--- config.mk ---
export PLATFORM = sky130hd
export DESIGN_NAME = ata_block_to_taskfile_flat
export DESIGN_NICKNAME = d
export VERILOG_FILES = /design/src/sv/atab_pkg.sv /design/src/sv/atab_if.sv /design/src/sv/ata_block_to_taskfile.sv /design/src/sv/atab_cfg.sv /design/src/sv/atab_div_stage.sv /design/src/sv/atab_fmt.sv /design/src/flat_wrapper.sv
export SDC_FILE = /design/constraint.sdc
export NUM_CORES = 1
export LEC_CHECK = 0
export BUFFER_PORTS_ARGS = -buffer_cell sky130_fd_sc_hd__buf_4
export CAP_MARGIN = 25
export CORE_MARGIN = 5
export CORE_UTILIZATION = 38
export CTS_CLUSTER_DIAMETER = 40
export DETAILED_ROUTE_END_ITERATION = 10
export GPL_ROUTABILITY_DRIVEN = 0
export PLACE_DENSITY = 0.63
export SETUP_SLACK_MARGIN = 0.02
export SYNTH_ARGS = -nofsm -noshare
export SYNTH_HDL_FRONTEND = slang
export SYNTH_SLANG_ARGS = --single-unit
export TNS_END_PERCENT = 30
--- constraint.sdc ---
create_clock -name i_clk -period 22.2 [get_ports i_clk]
set_clock_uncertainty 0.2 [all_clocks]
set_input_delay 4.44 -clock i_clk [delete_from_list [all_inputs] [get_ports i_clk]]
set_output_delay 4.44 -clock i_clk [all_outputs]
set_load 0.05 [all_outputs]
--- src/sv/atab_pkg.sv ---
`default_nettype none
package atab_pkg;

    localparam int BLOCK_W     = 28;
    localparam int COUNT_W     = 9;
    localparam int BYTE_W      = 8;
    localparam int HEAD_W      = 4;
    localparam int CYL_W       = 16;
    localparam int CFG_IDX_W   = 3;
    localparam int DIV_STEPS   = 7;
    localparam int DIV_STAGES  = BLOCK_W / DIV_STEPS;
    localparam int NSTG        = 2 * DIV_STAGES;

    localparam logic [BYTE_W-1:0] DH_BASE    = 8'hA0;
    localparam logic [BYTE_W-1:0] DH_SLAVE   = 8'h10;
    localparam logic [BYTE_W-1:0] DH_LBA     = 8'h40;
    localparam logic [BYTE_W-1:0] CMD_PIO_RD = 8'h20;
    localparam logic [BYTE_W-1:0] CMD_PIO_WR = 8'h30;
    localparam logic [BYTE_W-1:0] CMD_DMA_RD = 8'hC8;
    localparam logic [BYTE_W-1:0] CMD_DMA_WR = 8'hCA;
    localparam logic [BYTE_W-1:0] DEVCTL_PIO = 8'h08;
    localparam logic [BYTE_W-1:0] DEVCTL_DMA = 8'h00;

    localparam logic [BYTE_W-1:0] SPT_RESET  = 8'd63;
    localparam logic [4:0]        HPC_RESET  = 5'd16;
    localparam logic [4:0]        HPC_MAX    = 5'd16;

    typedef enum logic [CFG_IDX_W-1:0] {
        CFG_LBA_MODE  = 3'd0,
        CFG_SPT       = 3'd1,
        CFG_HPC       = 3'd2,
        CFG_DRIVE_SEL = 3'd3,
        CFG_DMA_EN    = 3'd4
    } t_cfg_idx;

    typedef struct packed {
        logic              lba_mode;
        logic [BYTE_W-1:0] spt;
        logic [BYTE_W-1:0] hpc;
        logic              drive_select;
        logic              dma_enable;
    } t_cfg;

    typedef struct packed {
        logic [BLOCK_W-1:0] block;
        logic [COUNT_W-1:0] sect_cnt;
        logic               write;
        logic [BYTE_W-1:0]  sector;
    } t_side;

    // dq shifts dividend out at the top and quotient bits in at the bottom
    typedef struct packed {
        logic [BLOCK_W-1:0] dq;
        logic [BYTE_W-1:0]  rem;
        t_side              side;
    } t_div;

endpackage
`default_nettype wire

--- src/sv/atab_if.sv ---
`default_nettype none
interface atab_req_if;
    logic                         valid;
    logic                         ready;
    logic [atab_pkg::BLOCK_W-1:0] block;
    logic [atab_pkg::COUNT_W-1:0] sect_cnt;
    logic                         write;

    modport source (output valid, block, sect_cnt, write, input ready);
    modport sink   (input valid, block, sect_cnt, write, output ready);
endinterface

interface atab_tf_if;
    logic                        valid;
    logic                        ready;
    logic [atab_pkg::BYTE_W-1:0] sector_number;
    logic [atab_pkg::BYTE_W-1:0] cylinder_low;
    logic [atab_pkg::BYTE_W-1:0] cylinder_high;
    logic [atab_pkg::BYTE_W-1:0] device_head;
    logic [atab_pkg::BYTE_W-1:0] count_byte;
    logic [atab_pkg::BYTE_W-1:0] command_code;
    logic [atab_pkg::BYTE_W-1:0] device_control;

    modport source (output valid, sector_number, cylinder_low, cylinder_high, device_head,
                    count_byte, command_code, device_control, input ready);
    modport sink   (input valid, sector_number, cylinder_low, cylinder_high, device_head,
                    count_byte, command_code, device_control, output ready);
endinterface

interface atab_cfg_if;
    logic                           valid;
    logic                           ready;
    logic [atab_pkg::CFG_IDX_W-1:0] index;
    logic [atab_pkg::BYTE_W-1:0]    data;

    modport source (output valid, index, data, input ready);
    modport sink   (input valid, index, data, output ready);
endinterface
`default_nettype wire

--- src/sv/ata_block_to_taskfile.sv ---
// Pipeline: an accepted request reaches the task-file outputs through
//   9 register stages: 4 dividing by sectors per track, 4 by heads, 1 output.
// Throughput: one request per cycle; the whole pipe holds while the output waits.
// Reset: synchronous active low; clears all valid bits and loads the register
//   defaults (CHS, 63 sectors, 16 heads, master, PIO).
`default_nettype none
module ata_block_to_taskfile (
    input  wire logic i_clk,
    input  wire logic i_rst_n,
    atab_req_if.sink  i_req,
    atab_cfg_if.sink  i_cfg,
    atab_tf_if.source o_tf
);

    atab_pkg::t_cfg w_cfg;
    logic           w_en;
    logic           w_vin  [atab_pkg::NSTG];
    atab_pkg::t_div w_din  [atab_pkg::NSTG];
    logic           w_vout [atab_pkg::NSTG];
    atab_pkg::t_div w_dout [atab_pkg::NSTG];

    atab_cfg u_cfg (
        .i_clk   (i_clk),
        .i_rst_n (i_rst_n),
        .i_cfg   (i_cfg),
        .o_cfg   (w_cfg)
    );

    assign i_req.ready = w_en;

    always_comb begin
        w_vin[0]                     = i_req.valid;
        w_din[0].dq                  = i_req.block;
        w_din[0].rem                 = '0;
        w_din[0].side.block          = i_req.block;
        w_din[0].side.sect_cnt       = i_req.sect_cnt;
        w_din[0].side.write          = i_req.write;
        w_din[0].side.sector         = '0;
    end

    genvar s;
    generate
        for (s = 1; s < atab_pkg::NSTG; s++) begin : g_link
            if (s == atab_pkg::DIV_STAGES) begin : g_reload
                // quotient becomes the next dividend, remainder + 1 is the sector
                always_comb begin
                    w_vin[s]             = w_vout[s-1];
                    w_din[s].dq          = w_dout[s-1].dq;
                    w_din[s].rem         = '0;
                    w_din[s].side        = w_dout[s-1].side;
                    w_din[s].side.sector = w_dout[s-1].rem + 8'd1;
                end
            end else begin : g_pass
                assign w_vin[s] = w_vout[s-1];
                assign w_din[s] = w_dout[s-1];
            end
        end

        for (s = 0; s < atab_pkg::NSTG; s++) begin : g_stage
            atab_div_stage u_stage (
                .i_clk     (i_clk),
                .i_rst_n   (i_rst_n),
                .i_en      (w_en),
                .i_valid   (w_vin[s]),
                .i_d       (w_din[s]),
                .i_divisor ((s < atab_pkg::DIV_STAGES) ? w_cfg.spt : w_cfg.hpc),
                .o_valid   (w_vout[s]),
                .o_d       (w_dout[s])
            );
        end
    endgenerate

    atab_fmt u_fmt (
        .i_clk   (i_clk),
        .i_rst_n (i_rst_n),
        .i_valid (w_vout[atab_pkg::NSTG-1]),
        .i_d     (w_dout[atab_pkg::NSTG-1]),
        .i_cfg   (w_cfg),
        .o_en    (w_en),
        .o_tf    (o_tf)
    );

endmodule
`default_nettype wire

--- src/sv/atab_cfg.sv ---
`default_nettype none
module atab_cfg (
    input  wire logic      i_clk,
    input  wire logic      i_rst_n,
    atab_cfg_if.sink       i_cfg,
    output atab_pkg::t_cfg o_cfg
);

    logic                          r_lba_mode;
    logic [atab_pkg::BYTE_W-1:0]   r_spt;
    logic [4:0]                    r_hpc;
    logic                          r_drive_select;
    logic                          r_dma_enable;

    assign i_cfg.ready = 1'b1;

    always_ff @(posedge i_clk) begin
        if (!i_rst_n) begin
            r_lba_mode     <= 1'b0;
            r_spt          <= atab_pkg::SPT_RESET;
            r_hpc          <= atab_pkg::HPC_RESET;
            r_drive_select <= 1'b0;
            r_dma_enable   <= 1'b0;
        end else if (i_cfg.valid) begin
            unique case (i_cfg.index)
                atab_pkg::CFG_LBA_MODE:  r_lba_mode     <= i_cfg.data[0];
                atab_pkg::CFG_SPT:       r_spt          <= i_cfg.data;
                atab_pkg::CFG_HPC:       r_hpc          <= i_cfg.data[4:0];
                atab_pkg::CFG_DRIVE_SEL: r_drive_select <= i_cfg.data[0];
                atab_pkg::CFG_DMA_EN:    r_dma_enable   <= i_cfg.data[0];
                default: ;
            endcase
        end
    end

    // zero geometry counts as one, heads clamp at sixteen
    always_comb begin
        o_cfg.lba_mode     = r_lba_mode;
        o_cfg.spt          = (r_spt == '0) ? 8'd1 : r_spt;
        priority if (r_hpc == '0) begin
            o_cfg.hpc = 8'd1;
        end else if (r_hpc > atab_pkg::HPC_MAX) begin
            o_cfg.hpc = {3'b000, atab_pkg::HPC_MAX};
        end else begin
            o_cfg.hpc = {3'b000, r_hpc};
        end
        o_cfg.drive_select = r_drive_select;
        o_cfg.dma_enable   = r_dma_enable;
    end

endmodule
`default_nettype wire

--- src/sv/atab_div_stage.sv ---
`default_nettype none
module atab_div_stage (
    input  wire logic                        i_clk,
    input  wire logic                        i_rst_n,
    input  wire logic                        i_en,
    input  wire logic                        i_valid,
    input  wire atab_pkg::t_div              i_d,
    input  wire logic [atab_pkg::BYTE_W-1:0] i_divisor,
    output logic                             o_valid,
    output atab_pkg::t_div                   o_d
);

    logic           r_valid;
    atab_pkg::t_div r_d;
    atab_pkg::t_div n_d;

    // restoring division, DIV_STEPS quotient bits per stage
    always_comb begin
        logic [atab_pkg::BYTE_W:0] v_rem;
        logic                      v_bit;
        n_d = i_d;
        for (int k = 0; k < atab_pkg::DIV_STEPS; k++) begin
            v_rem = {n_d.rem, n_d.dq[atab_pkg::BLOCK_W-1]};
            v_bit = (v_rem >= {1'b0, i_divisor});
            if (v_bit) begin
                v_rem = v_rem - {1'b0, i_divisor};
            end
            n_d.rem = v_rem[atab_pkg::BYTE_W-1:0];
            n_d.dq  = {n_d.dq[atab_pkg::BLOCK_W-2:0], v_bit};
        end
    end

    always_ff @(posedge i_clk) begin
        if (!i_rst_n) begin
            r_valid <= 1'b0;
        end else if (i_en) begin
            r_valid <= i_valid;
        end
    end

    always_ff @(posedge i_clk) begin
        if (i_en) begin
            r_d <= n_d;
        end
    end

    assign o_valid = r_valid;
    assign o_d     = r_d;

endmodule
`default_nettype wire

--- src/sv/atab_fmt.sv ---
`default_nettype none
module atab_fmt (
    input  wire logic           i_clk,
    input  wire logic           i_rst_n,
    input  wire logic           i_valid,
    input  wire atab_pkg::t_div i_d,
    input  wire atab_pkg::t_cfg i_cfg,
    output logic                o_en,
    atab_tf_if.source           o_tf
);

    logic                        r_valid;
    logic [atab_pkg::BYTE_W-1:0] r_sect;
    logic [atab_pkg::BYTE_W-1:0] r_cyl_lo;
    logic [atab_pkg::BYTE_W-1:0] r_cyl_hi;
    logic [atab_pkg::BYTE_W-1:0] r_dh;
    logic [atab_pkg::BYTE_W-1:0] r_cnt;
    logic [atab_pkg::BYTE_W-1:0] r_cmd;
    logic [atab_pkg::BYTE_W-1:0] r_ctl;

    logic [atab_pkg::BYTE_W-1:0] n_sect;
    logic [atab_pkg::CYL_W-1:0]  n_cyl;
    logic [atab_pkg::HEAD_W-1:0] n_head;
    logic [atab_pkg::BYTE_W-1:0] n_dh;
    logic [atab_pkg::BYTE_W-1:0] n_cmd;
    logic [atab_pkg::BYTE_W-1:0] n_ctl;

    assign o_en = !r_valid || o_tf.ready;

    always_comb begin
        if (i_cfg.lba_mode) begin
            n_sect = i_d.side.block[7:0];
            n_cyl  = i_d.side.block[23:8];
            n_head = i_d.side.block[27:24];
        end else begin
            n_sect = i_d.side.sector;
            n_cyl  = i_d.dq[atab_pkg::CYL_W-1:0];
            n_head = i_d.rem[atab_pkg::HEAD_W-1:0];
        end
        n_dh = atab_pkg::DH_BASE
             | (i_cfg.drive_select ? atab_pkg::DH_SLAVE : '0)
             | (i_cfg.lba_mode ? atab_pkg::DH_LBA : '0)
             | {4'b0000, n_head};
        if (i_cfg.dma_enable) begin
            n_cmd = i_d.side.write ? atab_pkg::CMD_DMA_WR : atab_pkg::CMD_DMA_RD;
            n_ctl = atab_pkg::DEVCTL_DMA;
        end else begin
            n_cmd = i_d.side.write ? atab_pkg::CMD_PIO_WR : atab_pkg::CMD_PIO_RD;
            n_ctl = atab_pkg::DEVCTL_PIO;
        end
    end

    always_ff @(posedge i_clk) begin
        if (!i_rst_n) begin
            r_valid <= 1'b0;
        end else if (o_en) begin
            r_valid <= i_valid;
        end
    end

    always_ff @(posedge i_clk) begin
        if (o_en) begin
            r_sect   <= n_sect;
            r_cyl_lo <= n_cyl[7:0];
            r_cyl_hi <= n_cyl[15:8];
            r_dh     <= n_dh;
            r_cnt    <= i_d.side.sect_cnt[atab_pkg::BYTE_W-1:0];
            r_cmd    <= n_cmd;
            r_ctl    <= n_ctl;
        end
    end

    assign o_tf.valid          = r_valid;
    assign o_tf.sector_number  = r_sect;
    assign o_tf.cylinder_low   = r_cyl_lo;
    assign o_tf.cylinder_high  = r_cyl_hi;
    assign o_tf.device_head    = r_dh;
    assign o_tf.count_byte     = r_cnt;
    assign o_tf.command_code   = r_cmd;
    assign o_tf.device_control = r_ctl;

endmodule
`default_nettype wire

--- src/flat_wrapper.sv ---
// flat-port wrapper written by rule: the top's interface ports become plain ports
module ata_block_to_taskfile_flat 
  (i_clk, i_rst_n, i_req_valid, i_req_block, i_req_sect_cnt, i_req_write, i_req_ready, i_cfg_valid, i_cfg_index, i_cfg_data, i_cfg_ready, o_tf_valid, o_tf_sector_number, o_tf_cylinder_low, o_tf_cylinder_high, o_tf_device_head, o_tf_count_byte, o_tf_command_code, o_tf_device_control, o_tf_ready);
  atab_req_if i_req_i ();
  atab_cfg_if i_cfg_i ();
  atab_tf_if o_tf_i ();
  input  wire logic i_clk;
  input  wire logic i_rst_n;
  input wire logic [$bits(i_req_i.valid)-1:0] i_req_valid;
  input wire logic [$bits(i_req_i.block)-1:0] i_req_block;
  input wire logic [$bits(i_req_i.sect_cnt)-1:0] i_req_sect_cnt;
  input wire logic [$bits(i_req_i.write)-1:0] i_req_write;
  output wire logic [$bits(i_req_i.ready)-1:0] i_req_ready;
  input wire logic [$bits(i_cfg_i.valid)-1:0] i_cfg_valid;
  input wire logic [$bits(i_cfg_i.index)-1:0] i_cfg_index;
  input wire logic [$bits(i_cfg_i.data)-1:0] i_cfg_data;
  output wire logic [$bits(i_cfg_i.ready)-1:0] i_cfg_ready;
  output wire logic [$bits(o_tf_i.valid)-1:0] o_tf_valid;
  output wire logic [$bits(o_tf_i.sector_number)-1:0] o_tf_sector_number;
  output wire logic [$bits(o_tf_i.cylinder_low)-1:0] o_tf_cylinder_low;
  output wire logic [$bits(o_tf_i.cylinder_high)-1:0] o_tf_cylinder_high;
  output wire logic [$bits(o_tf_i.device_head)-1:0] o_tf_device_head;
  output wire logic [$bits(o_tf_i.count_byte)-1:0] o_tf_count_byte;
  output wire logic [$bits(o_tf_i.command_code)-1:0] o_tf_command_code;
  output wire logic [$bits(o_tf_i.device_control)-1:0] o_tf_device_control;
  input wire logic [$bits(o_tf_i.ready)-1:0] o_tf_ready;
  assign i_req_i.valid = i_req_valid;
  assign i_req_i.block = i_req_block;
  assign i_req_i.sect_cnt = i_req_sect_cnt;
  assign i_req_i.write = i_req_write;
  assign i_req_ready = i_req_i.ready;
  assign i_cfg_i.valid = i_cfg_valid;
  assign i_cfg_i.index = i_cfg_index;
  assign i_cfg_i.data = i_cfg_data;
  assign i_cfg_ready = i_cfg_i.ready;
  assign o_tf_valid = o_tf_i.valid;
  assign o_tf_sector_number = o_tf_i.sector_number;
  assign o_tf_cylinder_low = o_tf_i.cylinder_low;
  assign o_tf_cylinder_high = o_tf_i.cylinder_high;
  assign o_tf_device_head = o_tf_i.device_head;
  assign o_tf_count_byte = o_tf_i.count_byte;
  assign o_tf_command_code = o_tf_i.command_code;
  assign o_tf_device_control = o_tf_i.device_control;
  assign o_tf_i.ready = o_tf_ready;
  ata_block_to_taskfile u_core (.i_clk(i_clk), .i_rst_n(i_rst_n), .i_req(i_req_i), .i_cfg(i_cfg_i), .o_tf(o_tf_i));
endmodule
==> impl_metrics.json <==
{
  "cts_root_buf": "clkbuf_16",
  "finalCriticalPeriod_ps": 20200,
  "crit_top_cell": "a21o_1",
  "synth_flop_cell": "edfxtp_1",
  "critPathSlowestCell": "a311oi_4",
  "min_path_type": "flip-flop to flip-flop",
  "critPathRequiredTime_ps": 22390,
  "cts.path.max_buffers": 3,
  "ys_warn_count": 0,
  "vias": 26730,
  "critPathLaunchType": "flip-flop",
  "r2r-start": "u_core.u_cfg.r_spt[6]",
  "ant_nets": 0,
  "die_w_microns": 330.8,
  "portBuffers": 99,
  "core_sq_mm": 0.1020,
  "relSlewSlack": 0.3313,
  "drc_errors": 0,
  "fin_crit_sh": 0.9099,
  "synth_area_leader_cell": "edfxtp_1",
  "crit_start": "u_core.u_cfg.r_spt[6]",
  "yosysSeqAreaShare": 0.4506,
  "cts_sinks": 595,
  "syn_to_final_growth_pct": 13.92,
  "grt_pass1_wl_mm": 135.9,
  "fin_cells": 5173,
  "cts_tree": "built",
  "outcome": "completed",
  "async_flop_share": 0,
  "die-area_sq_mm": 0.1094,
  "wl_mm": 83.98,
  "cts_setup_buffers": 0,
  "cts_max_level": 3,
  "critical_path.max_stage_delay_ps": 510,
  "syn-cell-area_sq_mm": 0.03910,
  "initial_core_util": 0.3832,
  "max_clock_freq_mhz": 49.51,
  "synth_seq_cells": 595,
  "hold_path_depth": 0,
  "rows": 117,
  "antenna_cells": 0,
  "crit_family": "compound AO/OA/AOI/OAI gates",
  "cp_max_fo": 14,
  "fin_setup_tns_ps": 0,
  "drive_gt1_frac": 0.1261,
  "detail_route.first_pass.iterations": 5,
  "avgSynthCellArea_sq_um": 11.00,
  "synth_edf_count": 570,
  "min-delay-start": "u_core.g_stage[3].u_stage.o_d[24]",
  "cts_made_buffers": 84,
  "critical_path_arrival_ps": 20390,
  "grtUsageTotal": 0.1523,
  "reg2reg_depth": 94,
  "wl_per_cell_microns": 16.23,
  "ioPinCount": 113,
  "place_inst": 5016,
  "rsz0062_at_grt": "false",
  "antenna_found_initial": 0,
  "hold_viol": 0,
  "synth_area_leaders": "edfxtp_1 44%, ha_1 11%, mux2_2 3.7%",
  "clk_pin_slew_ps": 60,
  "r2r_setup_slack_ps": 2000,
  "synth_cell_types": 108,
  "register_area_sq_mm": 0.01762,
  "hpwl_mm": 62.88,
  "setup_viol": 0,
  "multiInputGateArea_sq_mm": 0.02020,
  "finalMaxSlewViolations": 0,
  "fill_cells": 9395,
  "clkLatencyLatePin_ps": 630,
  "die_h_microns": 330.8,
  "tightest_slew_ps": 1003,
  "grt_overflow": 0,
  "grt_max_degree": 80,
  "vias_per_cell": 5.167,
  "whs_endpoint": "u_core.g_stage[4].u_stage.o_d[24]",
  "endpoint_kind": "flip-flop",
  "first_iter_violations": 1283,
  "grt_pass1_vias": 26122,
  "final_nets": 4198,
  "r2r_end": "u_core.g_stage[2].u_stage.o_d[47]",
  "yosysTopAreaCellShare": 0.4378,
  "criticalPathCategory": "flip-flop to flip-flop",
  "path_buf_inv": 8,
  "synthCells": 3553,
  "post_cts_resized": 0,
  "postCtsHoldBufs": 0,
  "cap_violations": 0
}
cell usage after synthesis, types with 11 or more instances:
| cell type | n |
|---|---|
| edfxtp_1 | 570 |
| ha_1 | 356 |
| inv_1 | 262 |
| nand2_1 | 218 |
| a21oi_1 | 215 |
| o21ai_0 | 203 |
| nor2_1 | 195 |
| mux2_2 | 128 |
| xnor2_1 | 122 |
| a21o_1 | 120 |
| xor2_1 | 103 |
| nor2b_1 | 95 |
| mux2i_1 | 75 |
| nand2b_1 | 73 |
| nand3_1 | 67 |
| fa_1 | 54 |
| and3_1 | 53 |
| nor3_1 | 45 |
| nand4_1 | 43 |
| a21boi_0 | 37 |
| clkbuf_1 | 31 |
| and2_1 | 27 |
| o211ai_1 | 27 |
| o21a_1 | 26 |
| o21bai_1 | 26 |
| dfxtp_1 | 25 |
| a31oi_1 | 23 |
| o31ai_1 | 23 |
| buf_4 | 17 |
| a211oi_1 | 16 |
| o21ai_1 | 15 |
| inv_2 | 12 |
| or2_2 | 11 |
cells in the final DEF, fill, tap and decap left out, types with 23 or more instances in the layout:
cell type / instances
a21boi_0: 37
mux2_2: 128
nor2b_1: 95
buf_4: 143
nor2_1: 194
nand4_1: 43
nand2b_1: 73
a31oi_1: 23
o31ai_1: 23
xnor2_1: 122
a21o_1: 120
and2_1: 27
nor3_1: 45
o21a_1: 26
mux2i_1: 75
clkbuf_16: 87
fa_1: 54
a21oi_1: 215
xor2_1: 103
o211ai_1: 27
nand2_1: 218
nand3_1: 67
o21ai_0: 200
o21bai_1: 26
dfxtp_1: 23
ha_1: 356
and3_1: 53
inv_1: 262
edfxtp_1: 570
logic make-up (layout without fill, tap and decap cells):
kind of cell / count (synthesis) / count (layout) / synth area share
flops: 595 / 595 / 0.4506
compound gates: 860 / 860 / 0.1435
xor+xnor: 225 / 225 / 0.05040
fa+ha+maj: 410 / 410 / 0.1416
other cells: 2 / 12 / 0.0001921
simple gates: 912 / 912 / 0.1206
buf+inv: 337 / 579 / 0.03443
mux: 212 / 212 / 0.05875
layout make-up:
type | instances | area share
multi-input combinational | 2631 | 0.4535
inverter | 278 | 0.02359
clock inverter | 55 | 0.01382
clock buffer | 102 | 0.05059
timing repair buffer | 144 | 0.02455
tap | 1368 | 0.03843
sequential | 595 | 0.3956
worst max path at each step:
stage | depth (start not counted) | to | slack (ps)
2_1_floorplan | 3 | u_core.g_stage[0].u_stage.o_d[10] | 1810
3_3_place_gp | 94 | u_core.g_stage[2].u_stage.o_d[47] | 2060
3_5_place_dp | 94 | u_core.g_stage[2].u_stage.o_d[47] | 1810
4_1_cts | 94 | u_core.g_stage[2].u_stage.o_d[47] | 1720
5_1_grt | 96 | u_core.g_stage[2].u_stage.o_d[47] | 10
6_report | 94 | u_core.g_stage[2].u_stage.o_d[47] | 2000
through the flow:
step	cell area (sq um)	util	setup slack (ps)	hold slack, ps
6_report	44540	0.4366	2000	203.6
4_1_cts	44520	0.4363	1721	204.0
2_1_floorplan	39140	-	1812	200.3
3_3_place_gp	41630	0.4080	2065	200.3
5_1_grt	44540	0.4366	13.51	208.6
3_5_place_dp	41650	0.4082	1808	204.5
layer usage:
layer,track usage,up-vias,wire length [microns]
li1,-,13535,-
met5,0,-,0
met3,0.01969,132,2806
met2,0.2605,411,40300
met1,0.2020,12652,38570
met4,0.04777,0,2295
sequential cells by signal, summed over array words and instances, names as in the netlist, 5 cells and up:
name,cells
u_core.u_fmt.o_tf.command_code,5
u_core.u_fmt.o_tf.cylinder_high,8
u_core.u_fmt.o_tf.sector_number,8
u_core.u_cfg.r_hpc,5
u_core.g_stage.u_stage.o_valid,8
u_core.u_fmt.o_tf.count_byte,8
u_core.u_fmt.o_tf.device_head,6
u_core.u_fmt.o_tf.cylinder_low,8
u_core.g_stage.u_stage.o_d,527
u_core.u_cfg.r_spt,8
Power is not shown: default switching activity piles up to over one toggle a cycle in this logic, so the estimate is an artifact.
